==> src/sv/sequential_list_engine_unit_defines.svh <==
// assertion macros for the sequential list engine
// no dependencies; included by the top level only
`ifndef SEQUENTIAL_LIST_ENGINE_UNIT_DEFINES_SVH
`define SEQUENTIAL_LIST_ENGINE_UNIT_DEFINES_SVH

`ifndef SYNTHESIS

// same-cycle implication
`define SLE_ASSERT_IMP(label, clk_s, rst_s, ante, cons) \
  label: assert property (@(posedge clk_s) disable iff (!rst_s) (ante) |-> (cons)) \
    else $error("sle assertion failed");

// next-cycle implication
`define SLE_ASSERT_NXT(label, clk_s, rst_s, ante, cons) \
  label: assert property (@(posedge clk_s) disable iff (!rst_s) (ante) |=> (cons)) \
    else $error("sle assertion failed");

`else

`define SLE_ASSERT_IMP(label, clk_s, rst_s, ante, cons)
`define SLE_ASSERT_NXT(label, clk_s, rst_s, ante, cons)

`endif

`endif

==> src/sv/sle_pkg.sv <==
// shared types and constants of the sequential list engine
// no dependencies
package sle_pkg;

  localparam int CAPACITY_DEF   = 1024;
  localparam int DATA_WIDTH_DEF = 32;
  localparam int POS_W          = 11;
  localparam int VAL_W          = 32;

  typedef enum logic [2:0] {
    MODE_CLEAR  = 3'd0,
    MODE_INSERT = 3'd1,
    MODE_DELETE = 3'd2,
    MODE_READ   = 3'd3,
    MODE_LOCATE = 3'd4,
    MODE_PRED   = 3'd5,
    MODE_SUCC   = 3'd6
  } mode_t;

  typedef enum logic [1:0] {
    STAT_OK        = 2'd0,
    STAT_BAD_POS   = 2'd1,
    STAT_FULL      = 2'd2,
    STAT_NOT_FOUND = 2'd3
  } status_t;

  typedef enum logic [2:0] {
    ST_IDLE,
    ST_CHECK,
    ST_STREAM,
    ST_PUT,
    ST_DONE
  } ctrl_state_t;

  typedef struct packed {
    logic [2:0]              mode;
    logic [POS_W-1:0]        position;
    logic signed [VAL_W-1:0] value;
  } in_word_t;

  typedef struct packed {
    logic [1:0]              status;
    logic signed [VAL_W-1:0] result_value;
    logic [POS_W-1:0]        result_position;
    logic [POS_W-1:0]        list_length;
  } out_word_t;

  // controller to datapath
  typedef struct packed {
    logic load;
    logic start;
    logic stream;
    logic put;
    logic deliver;
  } cmd_t;

  // datapath to controller
  typedef struct packed {
    logic go_stream;
    logic is_insert;
    logic stream_done;
    logic out_free;
  } sts_t;

endpackage

==> src/sv/sle_ctrl.sv <==
// controller state machine of the sequential list engine
// depends on sle_pkg
module sle_ctrl (
  input  logic          clk,
  input  logic          rst_n,
  input  logic          in_valid,
  output logic          in_stall,
  input  sle_pkg::sts_t sts,
  output sle_pkg::cmd_t cmd
);

  sle_pkg::ctrl_state_t state_r, state_nxt;

  always_ff @(posedge clk) begin
    if (!rst_n) begin
      state_r <= sle_pkg::ST_IDLE;
    end else begin
      state_r <= state_nxt;
    end
  end

  always_comb begin
    state_nxt = state_r;
    case (state_r)
      sle_pkg::ST_IDLE: begin
        if (in_valid) state_nxt = sle_pkg::ST_CHECK;
      end
      sle_pkg::ST_CHECK: begin
        state_nxt = sts.go_stream ? sle_pkg::ST_STREAM : sle_pkg::ST_DONE;
      end
      sle_pkg::ST_STREAM: begin
        if (sts.stream_done) begin
          state_nxt = sts.is_insert ? sle_pkg::ST_PUT : sle_pkg::ST_DONE;
        end
      end
      sle_pkg::ST_PUT: begin
        state_nxt = sle_pkg::ST_DONE;
      end
      sle_pkg::ST_DONE: begin
        if (sts.out_free) state_nxt = sle_pkg::ST_IDLE;
      end
      default: begin
        state_nxt = sle_pkg::ST_IDLE;
      end
    endcase
  end

  always_comb begin
    cmd      = '0;
    in_stall = 1'b1;
    case (state_r)
      sle_pkg::ST_IDLE: begin
        in_stall = 1'b0;
        cmd.load = in_valid;
      end
      sle_pkg::ST_CHECK: begin
        cmd.start = 1'b1;
      end
      sle_pkg::ST_STREAM: begin
        cmd.stream = 1'b1;
      end
      sle_pkg::ST_PUT: begin
        cmd.put = 1'b1;
      end
      sle_pkg::ST_DONE: begin
        cmd.deliver = sts.out_free;
      end
      default: begin
        in_stall = 1'b1;
      end
    endcase
  end

endmodule

==> config.mk <==
export PLATFORM = sky130hd
export DESIGN_NAME = sle_ctrl
export DESIGN_NICKNAME = d
export VERILOG_FILES = /design/src/sv/sequential_list_engine_unit_defines.svh /design/src/sv/sle_pkg.sv /design/src/sv/sle_ctrl.sv
export SDC_FILE = /design/constraint.sdc
export NUM_CORES = 1
export LEC_CHECK = 0
export CORE_AREA = 2 2 39 41
export DETAILED_ROUTE_END_ITERATION = 16
export DIE_AREA = 0 0 41 43
export DONT_BUFFER_PORTS = 1
export GPL_ROUTABILITY_DRIVEN = 1
export PLACE_DENSITY = 0.43
export REMOVE_ABC_BUFFERS = 1
export SETUP_SLACK_MARGIN = 0.02
export SYNTH_ARGS = -nofsm -noshare
export SYNTH_HDL_FRONTEND = slang
export SYNTH_SLANG_ARGS = --single-unit
==> constraint.sdc <==
create_clock -name clk -period 2.65 [get_ports clk]
set_clock_uncertainty 0.1 [all_clocks]
set_input_delay 0.265 -clock clk [delete_from_list [all_inputs] [get_ports clk]]
set_output_delay 0.265 -clock clk [all_outputs]
set_load 0.01 [all_outputs]
==> impl_metrics.ini <==
[run_status]
status = complete, no violations

[setup_path]
worst-path-buf-inv = 0
crit_slowest_cell = or3_4
cp-start-kind = register
slowest_delay_ns = 0.46
required_ns = 2.29
cp_max_fo = 13
crit_path_end_kind = primary output
arrival_ns = 1.30
path_class = register to primary output
path_cells = or3_4 -> nor2_2
critical-path-top-delay-family = simple AND/OR/NAND/NOR gates

[power_and_ir_drop]
power_mw = 0.253
irDropWorstVdd_mv = 0.319
p_leak_nw = 0.119
powerDensity_mw_per_mm2 = 793

[routing]
drt_pre_antenna_iters = 2
vias = 234
wl_per_cell_um = 12.8
drc = 0
drtIter0Drc = 4
ant_nets = 0
via_per_inst = 4.68
finalWirelength_um = 639

[clocking]
post_cts_resized = 0
clockRootBuffer = clkbuf_4
clk_latency_ns = 0.23
cts_sinks = 3
numCtsBuffers = 3
cts_tree = yes
htreeDepth = 1
cts.clk_slew.worst_paths_ns = 0.04
post_cts_buffers = 0
clockBufferDepth = 2
ctsHoldBuffers = 0

[logic_synthesis]
postSynthAreaPerCell_sq_um = 9.29
synthTopCellsByArea = dfxtp_1 (20%), buf_6 (11%), nor4b_4 (7.8%)
synth_warnings = 0
synth_area_leader_cell = dfxtp_1
synth_edf_count = 0
synth_cell_types = 21
synthCells = 33
syn_area_sq_um = 307
yosys_register_bits = 3
synth_top_area_share_pct = 19.6
synth_ff_type = dfxtp_1
synth_common_cells = and3_1 (3), buf_6 (3), dfxtp_1 (3), inv_1 (3)
ys_seq_area_share_pct = 19.6
async_flop_share_pct = 0

[cells_and_area]
regMostFlops = state_r
fillers = 155
antenna_cells = 0
fin_nets = 42
largest_reg_flops = 3
syn2layout_area_growth_pct = 4.08
final_cell_area_sq_um = 319
top_regs = state_r (3)
drive_above_1_share_pct = 35.3

[grt]
antenna_found_initial = 0
grt_max_degree = 14
grt_pass1_wl_mm = 1.08
grt_usage_pct = 9.43
grt_overflow = 0
grt_pass1_vias = 245

[sta]
setup_viol = 0
period_share_pct = 62.7
tightestPinTransition_ns = 0.499
setup_ws_ns = 0.989
drv_slew = 0
finalSetupTns_ns = 0
rsz0062_at_grt = false
max_freq_mhz = 602
hold_viol_final = 0
slew_headroom_pct = 66.7
fin_crit_ns = 1.66

[floorplanning]
rows = 14
die_area_sq_mm = 0.00176
fp.dieW_um = 41
die_h_um = 43
core-area_sq_mm = 0.00138
start_util_pct = 22.2
ios = 13

[placed_design]
dp_hpwl_um = 479
gp_congestion = 0.817
portBuffers = 0
place_area_sq_um = 293
post-place-ws_ns = 1.25

[run]
drv_cap = 0

[min_path]
min_path_type = input port to register
## cell families after synthesis
family | Yosys count | share of synthesized area [%]
AO/OA/AOI/OAI | 6 | 15.5
flip-flops | 3 | 19.6
buffers and inverters | 6 | 14.7
AND/OR/NAND/NOR | 17 | 45.3
multiplexers | 1 | 4.90
## final cells by class
class	count	area, sq um	area share [%]
Clock buffer	4	26.3	8.24
Inverter	3	11.3	3.53
Multi-Input combinational cell	24	201	63.1
Sequential cell	3	60.1	18.8
Tap cell	16	20.0	6.27
## where the power goes
| part | total (mW) | internal [mW] | leakage (nW) | switching (mW) |
|---|---|---|---|---|
| logic | 0.0869 | 0.0491 | 0.0792 | 0.0378 |
| clock network | 0.0797 | 0.0564 | 0.0150 | 0.0233 |
| registers | 0.0864 | 0.0547 | 0.0247 | 0.0317 |
## stage by stage
step | hold slack, ns | utilization, % | cells
after floorplan | 0.283 | - | 30
final | 0.0491 | 23.1 | 50
after CTS | 0.0407 | 23.1 | 50
after global placement | 0.288 | 21.2 | 46
after detailed placement | 0.291 | 21.2 | 46
after global routing | 0.0641 | 23.1 | 50
## worst register-to-register path, cell delays in order (launching register included)
cell     delay (ns)
dfxtp_1        0.62
nor4b_2        0.12
a31oi_2        0.19
nor4b_4        0.20
## per-layer routing
metal	vias up	routed length (um)	track usage, %
li1	116	-	-
met1	106	280	11.9
met2	12	289	11.9
met3	0	68	5.24
met4	0	0	6.00
met5	-	0	0
## placed cells by master (no fill, tap or decap), drive strengths merged
master / count
a21oi: 1
a31oi: 2
and3: 3
clkbuf: 4
dfxtp: 3
inv: 3
mux2: 1
nand2: 2
nand2b: 3
nor2: 2
nor2b: 1
nor3: 2
nor3b: 1
nor4b: 2
o21ai: 1
o22ai: 1
o31ai: 1
or3: 1
## final timing paths
check	from	to	slack, ns	cells after the start
max reg2reg	state_r[0]	state_r[0]	1.33	3
min reg2reg	state_r[2]	state_r[0]	0.56	1
min	rst_n	state_r[2]	0.05	2
max	state_r[0]	cmd[4]	0.99	2
Power figures use the tool's default switching activity.
